**config.mk**
```make
export PLATFORM = sky130hd
export DESIGN_NAME = blt_ctrl
export DESIGN_NICKNAME = d
export VERILOG_FILES = /design/src/hw/rtl/bounded_link_table_core_macros.svh /design/src/hw/rtl/blt_pkg.sv /design/src/hw/rtl/blt_ctrl.sv
export SDC_FILE = /design/constraint.sdc
export NUM_CORES = 1
export LEC_CHECK = 0
export BUFFER_PORTS_ARGS = -buffer_cell sky130_fd_sc_hd__buf_2
export CAP_MARGIN = 10
export CORE_UTILIZATION = 40
export DETAILED_ROUTE_END_ITERATION = 7
export GPL_ROUTABILITY_DRIVEN = 0
export HOLD_SLACK_MARGIN = 0.08
export PLACE_DENSITY = 0.71
export SYNTH_ARGS = -nofsm -noshare
export SYNTH_HDL_FRONTEND = slang
export SYNTH_SLANG_ARGS = --single-unit
```
**constraint.sdc**
```tcl
create_clock -name i_clk -period 2.9 [get_ports i_clk]
set_input_delay 0.145 -clock i_clk [delete_from_list [all_inputs] [get_ports i_clk]]
set_output_delay 0.145 -clock i_clk [all_outputs]
set_load 0.1 [all_outputs]
```
**src/hw/rtl/bounded_link_table_core_macros.svh**
```systemverilog
// Assertion macros shared by the link table RTL.
// Every macro samples on i_clk and is held off while i_rst_n is low.
`ifndef BOUNDED_LINK_TABLE_CORE_MACROS_SVH
`define BOUNDED_LINK_TABLE_CORE_MACROS_SVH

// Same-cycle implication: when cond holds, prop must hold too.
`define BLT_ASSERT_IMP(name, cond, prop, msg) \
    name: assert property (@(posedge i_clk) disable iff (!i_rst_n) (cond) |-> (prop)) \
        else $error(msg);

// Next-cycle implication: when cond holds, prop must hold in the next cycle.
`define BLT_ASSERT_NXT(name, cond, prop, msg) \
    name: assert property (@(posedge i_clk) disable iff (!i_rst_n) (cond) |=> (prop)) \
        else $error(msg);

`endif

```
**src/hw/rtl/blt_pkg.sv**
```systemverilog
// Package for the link table: field widths, command codes and the
// controller/datapath interface structs. No dependencies.
`default_nettype none

package blt_pkg;

    localparam int CMD_W      = 3;
    localparam int NODE_W     = 10;
    localparam int SLOT_W     = 3;
    localparam int LCNT_W     = 4;
    localparam int NODE_LIM   = 2 ** NODE_W;
    localparam int IN_DATA_W  = 24;
    localparam int OUT_DATA_W = 8;
    localparam int OUT_PAD_W  = OUT_DATA_W - LCNT_W - 2;

    localparam logic [LCNT_W-1:0] LCNT_MAX = '1;

    // Command codes carried on the input tuser
    typedef enum logic [CMD_W-1:0] {
        CMD_ADD2   = 3'd0,
        CMD_ADD1   = 3'd1,
        CMD_RMPAIR = 3'd2,
        CMD_RMSLOT = 3'd3,
        CMD_RMNODE = 3'd4,
        CMD_QUERY  = 3'd5,
        CMD_CLEAR  = 3'd6
    } t_cmd;

    // Which node owns the list being walked
    typedef enum logic [1:0] {
        OWN_A = 2'd0,
        OWN_B = 2'd1,
        OWN_P = 2'd2
    } t_own;

    // Controller to datapath
    typedef struct packed {
        logic load;
        t_own own_sel;
        logic cnt_rd;
        logic cnt_lat;
        logic st_rd;
        logic st_rd_next;
        logic mark_found;
        logic idx_inc;
        logic append;
        logic shift_wr;
        logic dec;
        logic node_rd;
        logic n_lat;
        logic j_inc;
        logic pt_lat;
        logic zero_a;
        logic clr_wr;
        logic set_conn;
        logic fail;
        logic fin;
    } t_dp_cmd;

    // Datapath to controller
    typedef struct packed {
        logic [CMD_W-1:0] cmd;
        logic req_ok;
        logic found;
        logic full;
        logic idx_end;
        logic shift_end;
        logic slot_bad;
        logic match;
        logic j_end;
        logic pt_ok;
        logic clr_last;
        logic out_free;
    } t_dp_sts;

endpackage

`default_nettype wire

```
**src/hw/rtl/blt_ctrl.sv**
```systemverilog
// Sequencing state machine of the link table.
// Depends on blt_pkg; drives blt_dp through t_dp_cmd, reads t_dp_sts.
`default_nettype none

module blt_ctrl
    import blt_pkg::*;
(
    input  wire logic    i_clk,
    input  wire logic    i_rst_n,
    input  wire logic    i_in_valid,
    output logic         o_in_ready,
    input  wire t_dp_sts i_sts,
    output t_dp_cmd      o_cmd
);

    typedef enum logic [20:0] {
        S_IDLE     = 21'h000001,
        S_DISP     = 21'h000002,
        S_CLR      = 21'h000004,
        S_CNT_RD   = 21'h000008,
        S_CNT_WT   = 21'h000010,
        S_SCAN_RD  = 21'h000020,
        S_SCAN_CMP = 21'h000040,
        S_DECIDE   = 21'h000080,
        S_APPEND   = 21'h000100,
        S_SHIFT_RD = 21'h000200,
        S_SHIFT_WR = 21'h000400,
        S_DEC      = 21'h000800,
        S_NEXT     = 21'h001000,
        S_NCNT_RD  = 21'h002000,
        S_NCNT_WT  = 21'h004000,
        S_NODE_RD  = 21'h008000,
        S_NODE_WT  = 21'h010000,
        S_NODE_CHK = 21'h020000,
        S_ZERO     = 21'h040000,
        S_FIN_RD   = 21'h080000,
        S_FIN_WT   = 21'h100000
    } t_state;

    t_state r_state, n_state;
    logic   r_pass,  n_pass;   // second direction of a pair command
    logic   r_init,  n_init;   // clearing pass after reset
    t_own   own;

    // state registers
    always_ff @(posedge i_clk) begin
        if (!i_rst_n) begin
            r_state <= S_CLR;
            r_pass  <= 1'b0;
            r_init  <= 1'b1;
        end else begin
            r_state <= n_state;
            r_pass  <= n_pass;
            r_init  <= n_init;
        end
    end

    // list owner: node_a for count reads of the item, the partner during
    // node removal, otherwise a or b by direction
    always_comb begin
        if (r_state == S_FIN_RD || r_state == S_NCNT_RD) begin
            own = OWN_A;
        end else if (i_sts.cmd == CMD_RMNODE) begin
            own = OWN_P;
        end else if (r_pass) begin
            own = OWN_B;
        end else begin
            own = OWN_A;
        end
    end

    // next state and datapath commands
    always_comb begin
        n_state       = r_state;
        n_pass        = r_pass;
        n_init        = r_init;
        o_in_ready    = 1'b0;
        o_cmd         = '0;
        o_cmd.own_sel = own;
        unique case (r_state)
            S_IDLE: begin
                o_in_ready = 1'b1;
                if (i_in_valid) begin
                    o_cmd.load = 1'b1;
                    n_state    = S_DISP;
                end
            end
            S_DISP: begin
                n_pass = 1'b0;
                if (i_sts.cmd == CMD_CLEAR) begin
                    n_state = S_CLR;
                end else if (!i_sts.req_ok) begin
                    o_cmd.fail = 1'b1;
                    n_state    = S_FIN_RD;
                end else if (i_sts.cmd == CMD_RMNODE) begin
                    n_state = S_NCNT_RD;
                end else begin
                    n_state = S_CNT_RD;
                end
            end
            S_CLR: begin
                o_cmd.clr_wr = 1'b1;
                if (i_sts.clr_last) begin
                    n_init  = 1'b0;
                    n_state = r_init ? S_IDLE : S_FIN_RD;
                end
            end
            S_CNT_RD: begin
                o_cmd.cnt_rd = 1'b1;
                n_state      = S_CNT_WT;
            end
            S_CNT_WT: begin
                o_cmd.cnt_lat = 1'b1;
                n_state       = (i_sts.cmd == CMD_RMSLOT) ? S_DECIDE : S_SCAN_RD;
            end
            S_SCAN_RD: begin
                if (i_sts.idx_end) begin
                    n_state = S_DECIDE;
                end else begin
                    o_cmd.st_rd = 1'b1;
                    n_state     = S_SCAN_CMP;
                end
            end
            S_SCAN_CMP: begin
                if (i_sts.match) begin
                    o_cmd.mark_found = 1'b1;
                    n_state          = S_DECIDE;
                end else begin
                    o_cmd.idx_inc = 1'b1;
                    n_state       = S_SCAN_RD;
                end
            end
            S_DECIDE: begin
                unique case (i_sts.cmd) inside
                    CMD_RMSLOT: begin
                        if (i_sts.slot_bad) begin
                            o_cmd.fail = 1'b1;
                            n_state    = S_FIN_RD;
                        end else begin
                            n_state = S_SHIFT_RD;
                        end
                    end
                    CMD_ADD2, CMD_ADD1: begin
                        if (i_sts.found) begin
                            n_state = S_NEXT;
                        end else if (i_sts.full) begin
                            o_cmd.fail = 1'b1;
                            n_state    = S_NEXT;
                        end else begin
                            n_state = S_APPEND;
                        end
                    end
                    CMD_RMPAIR, CMD_RMNODE: begin
                        n_state = i_sts.found ? S_SHIFT_RD : S_NEXT;
                    end
                    CMD_QUERY: begin
                        o_cmd.set_conn = 1'b1;
                        n_state        = S_NEXT;
                    end
                    default: begin
                        n_state = S_FIN_RD;
                    end
                endcase
            end
            S_APPEND: begin
                o_cmd.append = 1'b1;
                n_state      = S_NEXT;
            end
            S_SHIFT_RD: begin
                if (i_sts.shift_end) begin
                    n_state = S_DEC;
                end else begin
                    o_cmd.st_rd_next = 1'b1;
                    n_state          = S_SHIFT_WR;
                end
            end
            S_SHIFT_WR: begin
                o_cmd.shift_wr = 1'b1;
                o_cmd.idx_inc  = 1'b1;
                n_state        = S_SHIFT_RD;
            end
            S_DEC: begin
                o_cmd.dec = 1'b1;
                n_state   = (i_sts.cmd == CMD_RMSLOT) ? S_FIN_RD : S_NEXT;
            end
            S_NEXT: begin
                if (i_sts.cmd == CMD_RMNODE) begin
                    o_cmd.j_inc = 1'b1;
                    n_state     = S_NODE_RD;
                end else if (!r_pass && (i_sts.cmd == CMD_ADD2 ||
                                         i_sts.cmd == CMD_RMPAIR ||
                                         i_sts.cmd == CMD_QUERY)) begin
                    n_pass  = 1'b1;
                    n_state = S_CNT_RD;
                end else begin
                    n_state = S_FIN_RD;
                end
            end
            S_NCNT_RD: begin
                o_cmd.cnt_rd = 1'b1;
                n_state      = S_NCNT_WT;
            end
            S_NCNT_WT: begin
                o_cmd.n_lat = 1'b1;
                n_state     = S_NODE_RD;
            end
            S_NODE_RD: begin
                if (i_sts.j_end) begin
                    n_state = S_ZERO;
                end else begin
                    o_cmd.node_rd = 1'b1;
                    n_state       = S_NODE_WT;
                end
            end
            S_NODE_WT: begin
                o_cmd.pt_lat = 1'b1;
                n_state      = S_NODE_CHK;
            end
            S_NODE_CHK: begin
                if (i_sts.pt_ok) begin
                    n_state = S_CNT_RD;
                end else begin
                    o_cmd.j_inc = 1'b1;
                    n_state     = S_NODE_RD;
                end
            end
            S_ZERO: begin
                o_cmd.zero_a = 1'b1;
                n_state      = S_FIN_RD;
            end
            S_FIN_RD: begin
                o_cmd.cnt_rd = 1'b1;
                n_state      = S_FIN_WT;
            end
            S_FIN_WT: begin
                if (i_sts.out_free) begin
                    o_cmd.fin = 1'b1;
                    n_state   = S_IDLE;
                end
            end
            default: begin
                n_state = S_IDLE;
            end
        endcase
    end

endmodule

`default_nettype wire

```
==> flow_metrics.py, run 1 <==
metrics = {
    "timing": {
        "worstMarginPinSlew_ps": 482,
        "period_share_pct": 95.4,
        "finalCriticalPeriod_ps": 2770,
        "fin_skew_ps": 3.60,
        "finalHoldViolCount": 0,
        "timing.slew.headroom_pct": 67.6,
        "clock.fmax_mhz": 362,
        "rsz0062_at_grt": "no",
        "finalSetupViolCount": 0,
        "report.final.slew_viol_count": 0,
        "hold_slack_ps": 128,
    },
    "worst_setup_path": {
        "setup.worst_path.class": "flip-flop to output pin",
        "cpPeakStageDelay_ps": 520,
        "end_kind": "output pin",
        "path_cells": "nor4_4 -> buf_4 -> and3_1 -> nand4_1 -> o31ai_2 -> buf_2",
        "critPathMaxFanout": 6,
        "cp-start-kind": "flip-flop",
        "arrival_ps": 2620,
        "cp_slowest_cell": "nor4_4",
        "cp_data_required_time_ps": 2760,
    },
    "power_and_ir_drop": {
        "pwr-share-seq_pct": 37.6,
        "leakage_uw": 0.000900,
        "intPower_uw": 555,
        "switching_share_pct": 42.1,
        "switching_power_uw": 404,
        "total_power_uw": 959,
        "vdd_drop_max_mv": 0.194,
        "pwr-share-clk_pct": 22.1,
        "pwr-share-comb_pct": 40.3,
        "power_density_mw_per_mm2": 449,
    },
    "drt": {
        "finalWirelength_um": 4910,
        "vias_per_cell": 5.88,
        "route.detailed.drc": 0,
        "drt_first_pass_iters": 4,
        "avgRoutedWirePerCell_um": 15.4,
        "via_count": 1871,
        "final_antenna_net_count": 0,
        "drt-initial-drc-count": 99,
    },
    "layout": {
        "drive_above_1_share_pct": 28.4,
        "fillers": 393,
        "nets": 286,
        "area_growth_pct": 23.4,
        "finish.utilization_pct": 52.2,
        "diodes": 0,
    },
    "synth": {
        "async_flop_share_pct": 0,
        "yosys_warnings": 0,
        "ys_types": 59,
        "synth_area_leaders": "dfxtp_1 27%, nor2_1 6.3%, nor3_1 4.9%, nor4_4 4.9%, nand2_1 4.6%",
        "seq_area_frac_synth_pct": 26.6,
        "syn_area_mm2": 0.00173,
        "yosysTopAreaCell": "dfxtp_1",
        "syn_inst": 225,
        "synth_edf_count": 0,
        "synth_seq_cells": 23,
        "syn_area_per_cell_um2": 7.69,
        "synth_top_cell_area_share_pct": 26.6,
        "dominantRegCellSynth": "dfxtp_1",
        "syn-num-nets": 242,
    },
    "clocking": {
        "numCtsBuffers": 3,
        "cts_max_level": 1,
        "cts_buffer_depth": 2,
        "cts_tree": "done",
        "insertion_delay_ps": 270,
        "cts.sinks": 23,
        "cts-root-buf": "clkbuf_8",
        "clk_pin_slew_ps": 80,
    },
    "placement": {
        "io_buffers": 38,
        "post-dp-hpwl_um": 3680,
    },
    "floorplanning": {
        "start_util_pct": 42.3,
        "ios": 39,
        "core_region_area_mm2": 0.00409,
        "fp-row-count": 23,
        "fp.dieH_um": 67.8,
        "die-area_mm2": 0.00459,
        "fp.dieW_um": 67.8,
    },
    "global_routing": {
        "grt_pass1_wl_um": 7790,
        "grt_max_degree": 14,
        "grt.overflow.total": 0,
        "antenna_found_initial": 0,
        "grt_pass1_vias": 1602,
        "track_usage_pct": 23.3,
    },
    "job": {
        "maxCapViolCount": 0,
    },
    "worst_hold_path": {
        "min_path_type": "primary input to flip-flop",
    },
    "status": {
        "status": "completed",
    },
}
timing repair:
item,in CTS,in global routing
resized for setup,0,3
endpoints found under the setup margin,0,3
hold buffers,2,0
setup buffers,0,4
hold endpoints to repair,2,0
power groups by stage:
stage	logic [uW]	clock network (uW)	registers (uW)
after floorplan	319	0	350
after global placement	367	0	366
after detailed placement	367	0	367
after CTS	369	212	360
after global routing	419	225	363
final	387	212	361
cells in the mapped netlist (3+ instances only):
master,n
nor2_1,29
dfxtp_1,23
nand2_1,21
nor3_1,17
nand3_1,8
inv_1,7
nor4_1,7
o21ai_0,7
a21oi_1,6
nand2b_1,5
nand4_1,5
nor3b_1,5
or4_1,5
buf_2,4
clkbuf_1,4
nand3b_1,4
nor4_4,4
xor2_1,4
and4b_1,3
xnor2_1,3
cell families after synthesis:
logic type      synth area share (%)
compound gates                  15.2
xor+xnor                        3.55
buf+inv                         4.85
flops                           26.6
mux                             1.81
simple gates                    48.0
final cells by class:
| class | count | area [um^2] | share of cell area, % |
|---|---|---|---|
| well taps | 50 | 62.6 | 2.93 |
| clock buffers | 4 | 45.0 | 2.11 |
| inverters | 8 | 30.0 | 1.41 |
| repair buffers | 49 | 283 | 13.2 |
| flip-flops and latches | 23 | 460 | 21.6 |
| multi-input cells | 184 | 1250 | 58.7 |
path summary, 6_finish.rpt:
check,from,depth (start not counted),slack (ps),end
worst max register to register,r_state[6]$_SDFFE_PN0P_,8,540,r_state[0]$_SDFFE_PN0P_
worst max-delay path,r_state[3]$_SDFFE_PN0P_,6,130,o_cmd[1]
worst min-delay path,i_sts[10],3,130,r_state[13]$_SDFFE_PN0P_
worst min register to register,r_init$_SDFFE_PN1P_,2,470,r_init$_SDFFE_PN1P_
through the flow:
step                      area [um^2]  setup WS [ps]  setup TNS, ps  std cells
after floorplan                  1790           -477           -675        225
after global placement           2030            355              0        308
after detailed placement         2030            328              0        308
after CTS                        2090           3.66              0        314
after global routing             2130           18.5              0        318
final                            2130            134              0        318
registers in the layout, indices dropped and copies added (netlist names):
signal   flops
r_state     21
r_init       1
r_pass       1
critical path, delay by kind of cell (launching register included):
kind                   cells  cell delay [ps]
AO/OA/AOI/OAI              1              280
flip-flops                 1              380
buffers and inverters      2              660
AND/OR/NAND/NOR            3             1020
metal layers:
metal | routed length [um] | global-route usage, %
met5 | 0 | 0
met4 | 195 | 11.7
met2 | 2110 | 34.9
met1 | 2260 | 31.8
met3 | 343 | 3.72
cell usage in the layout, fill, tap and decap left out, types with 3 or more instances in the layout:
| master | netlist | layout |
|---|---|---|
| buf_2 | 4 | 36 |
| nor2_1 | 29 | 28 |
| dfxtp_1 | 23 | 23 |
| nand2_1 | 21 | 21 |
| nor3_1 | 17 | 13 |
| buf_4 | 1 | 9 |
| nand3_1 | 8 | 8 |
| inv_1 | 7 | 7 |
| nor4_1 | 7 | 7 |
| o21ai_0 | 7 | 7 |
| a21oi_1 | 6 | 6 |
| nor3_2 | 2 | 5 |
| nand2b_1 | 5 | 5 |
| nand4_1 | 5 | 5 |
| or4_1 | 5 | 5 |
| nor3b_1 | 5 | 5 |
| nor4_4 | 4 | 4 |
| nand3b_1 | 4 | 4 |
| xor2_1 | 4 | 4 |
| and4b_1 | 3 | 3 |
| xnor2_1 | 3 | 3 |
| clkbuf_8 | 0 | 3 |
Power figures use the tool's default switching activity.
==> inputs of run 2 (changes only) <==
SETUP_SLACK_MARGIN = 0.4   (was default)
==> run 2 against run 1 <==
  * Wire length rose by 8.5%
  * Combinational power increased by 12%
  * First-iteration DRC count grew 19%
  * Die area stayed put
  * Global-route usage is 0.52 points higher
  * Final area up 11%
  * Sequential power about the same
  * Worst hold slack got worse by 49 ps
  * Flip-flop and latch count stayed put
  * Critical path type unchanged
  * Critical endpoint is now o_cmd[18]
  * Largest power group unchanged
  * Highest routed layer unchanged
==> flow_metrics.py, run 2 (same netlist as run 1, synthesis figures left out) <==
metrics = {
    "status": {
        "status": "completed",
    },
    "power_and_ir_drop": {
        "vdd_drop_max_mv": 0.206,
        "leakage_uw": 0.000956,
        "power_density_mw_per_mm2": 427,
    },
    "floorplanning": {
        "fp.dieW_um": 67.8,
        "start_util_pct": 42.3,
        "die-area_mm2": 0.00459,
        "fp-row-count": 23,
        "ios": 39,
        "fp.dieH_um": 67.8,
        "core_region_area_mm2": 0.00409,
    },
    "timing": {
        "period_share_pct": 85.4,
        "worstMarginPinSlew_ps": 484,
        "finalSetupViolCount": 0,
        "finalHoldViolCount": 0,
        "fin_skew_ps": 15.0,
        "rsz0062_at_grt": "yes",
        "report.final.slew_viol_count": 0,
        "timing.slew.headroom_pct": 67.5,
        "fin_tns_setup_ps": 0,
        "finalCriticalPeriod_ps": 2480,
        "clock.fmax_mhz": 404,
    },
    "worst_setup_path": {
        "arrival_ps": 2330,
        "timing.rr.end": "r_state[0]$_SDFFE_PN0P_",
        "reg2reg_depth": 7,
        "r2r_slack_ps": 520,
        "timing.rr.start": "r_state[15]$_SDFFE_PN0P_",
        "cp-start-kind": "flip-flop",
        "cp_data_required_time_ps": 2760,
        "end_kind": "output pin",
        "critPathMaxFanout": 6,
        "setup.worst_path.class": "flip-flop to output pin",
    },
    "drt": {
        "finalWirelength_um": 5330,
        "drt_first_pass_iters": 4,
        "final_antenna_net_count": 0,
        "route.detailed.drc": 0,
        "via_count": 1922,
        "drt-initial-drc-count": 118,
        "avgRoutedWirePerCell_um": 16.4,
        "vias_per_cell": 5.93,
    },
    "layout": {
        "fillers": 362,
        "drive_above_1_share_pct": 36.5,
        "diodes": 0,
        "top_regs": "r_state (21), r_init (1), r_pass (1)",
        "layout_commonest_cell": "buf_2",
        "area_growth_pct": 37.0,
        "multi_input_area_mm2": 0.00138,
        "nets": 292,
        "largest-register": "r_state",
        "final_cells": 324,
        "most-common-layout-cells": "27 x buf_2, 24 x nor2_1, 21 x nand2_1, 21 x dfxtp_1, 18 x buf_4",
        "largest_reg_flops": 21,
        "seq_area_um2": 463,
    },
    "clocking": {
        "insertion_delay_ps": 280,
        "cts_max_level": 1,
        "cts_buffer_depth": 2,
        "cts_tree": "done",
        "clk_pin_slew_ps": 100,
        "cts.sinks": 23,
        "cts-root-buf": "clkbuf_8",
        "numCtsBuffers": 3,
    },
    "placement": {
        "io_buffers": 38,
        "post-dp-hpwl_um": 3830,
        "dp_cells": 309,
    },
    "global_routing": {
        "track_usage_pct": 23.8,
        "grt.overflow.total": 0,
        "grt_max_degree": 14,
        "antenna_found_initial": 0,
        "grt_pass1_vias": 1686,
        "grt_pass1_wl_um": 8160,
    },
    "worst_hold_path": {
        "min_path_type": "primary input to flip-flop",
        "hold_end": "r_state[10]$_SDFFE_PN0P_",
        "hold_depth": 2,
        "min_from": "i_sts[6]",
    },
    "job": {
        "maxCapViolCount": 0,
    },
}
==> run 2: cell count changes in the layout (fill, tap and decap cells not counted), moves of 3 or more <==
cell	delta
nor2_1	-4
buf_6	+3
buf_4	+9
buf_2	-9
nor2_2	+3
nor3_4	+4
nor3_2	-3
==> run 2: power breakdown <==
| group | total, uW | internal, uW | switching (uW) |
|---|---|---|---|
| Sequential | 363 | 331 | 31.9 |
| Combinational | 435 | 151 | 284 |
| Clock | 213 | 96.3 | 117 |
==> run 2: layout make-up <==
cell class / count / area share [%]
Sequential cell: 23 / 19.5
Multi-Input combinational cell: 184 / 58.4
Inverter: 8 / 1.27
Tap cell: 50 / 2.64
Timing Repair Buffer: 55 / 16.2
Clock buffer: 3 / 1.74
Clock inverter: 1 / 0.211
==> run 2: routing by layer <==
metal | wire, um | up-vias | GRT usage (%)
met2 | 2610 | 66 | 40.5
li1 | - | 940 | -
met3 | 255 | 12 | 2.03
met4 | 88 | 0 | 5.85
met1 | 2370 | 904 | 32.0
met5 | 0 | - | 0
==> run 2: worst max-delay path by stage <==
stage | slack (ps) | end | cells past startpoint | from
after floorplan | 100 | r_state[19]$_SDFFE_PN0P_ | 6 | r_state[7]$_SDFFE_PN0P_
after global placement | 390 | o_cmd[6] | 5 | r_state[6]$_SDFFE_PN0P_
after detailed placement | 320 | o_cmd[6] | 5 | r_state[6]$_SDFFE_PN0P_
after CTS | 360 | o_cmd[6] | 5 | r_state[3]$_SDFFE_PN0P_
after global routing | 350 | o_cmd[15] | 6 | r_state[15]$_SDFFE_PN0P_
final | 420 | o_cmd[18] | 6 | r_state[15]$_SDFFE_PN0P_
==> run 2: repair_timing <==
item,CTS,global route
resized for setup,12,27
setup endpoints to repair,13,16
gates cloned,0,0
setup buffers,6,4
endpoints found under the hold margin,1,0
hold buffers,1,0
pin swaps,3,9
==> run 2: critical path, stage by stage, from the launching register on <==
cell	delay [ps]
dfxtp_2	380
nor4_4	510
and3_4	300
nand3_2	150
o41ai_4	400
nor2_1	70
buf_4	240
==> run 2: stage by stage <==
stage / total power, uW / utilization [%] / hold slack [ps] / cell area, um^2 / setup slack, ps
2_1_floorplan: 681 / - / 207 / 1870 / 102
3_3_place_gp: 750 / 51.3 / 357 / 2100 / 386
3_5_place_dp: 753 / 51.3 / 357 / 2100 / 324
4_1_cts: 965 / 55.1 / 87.7 / 2250 / 365
5_1_grt: 1050 / 58.0 / 114 / 2370 / 346
6_report: 1010 / 58.0 / 79.2 / 2370 / 425
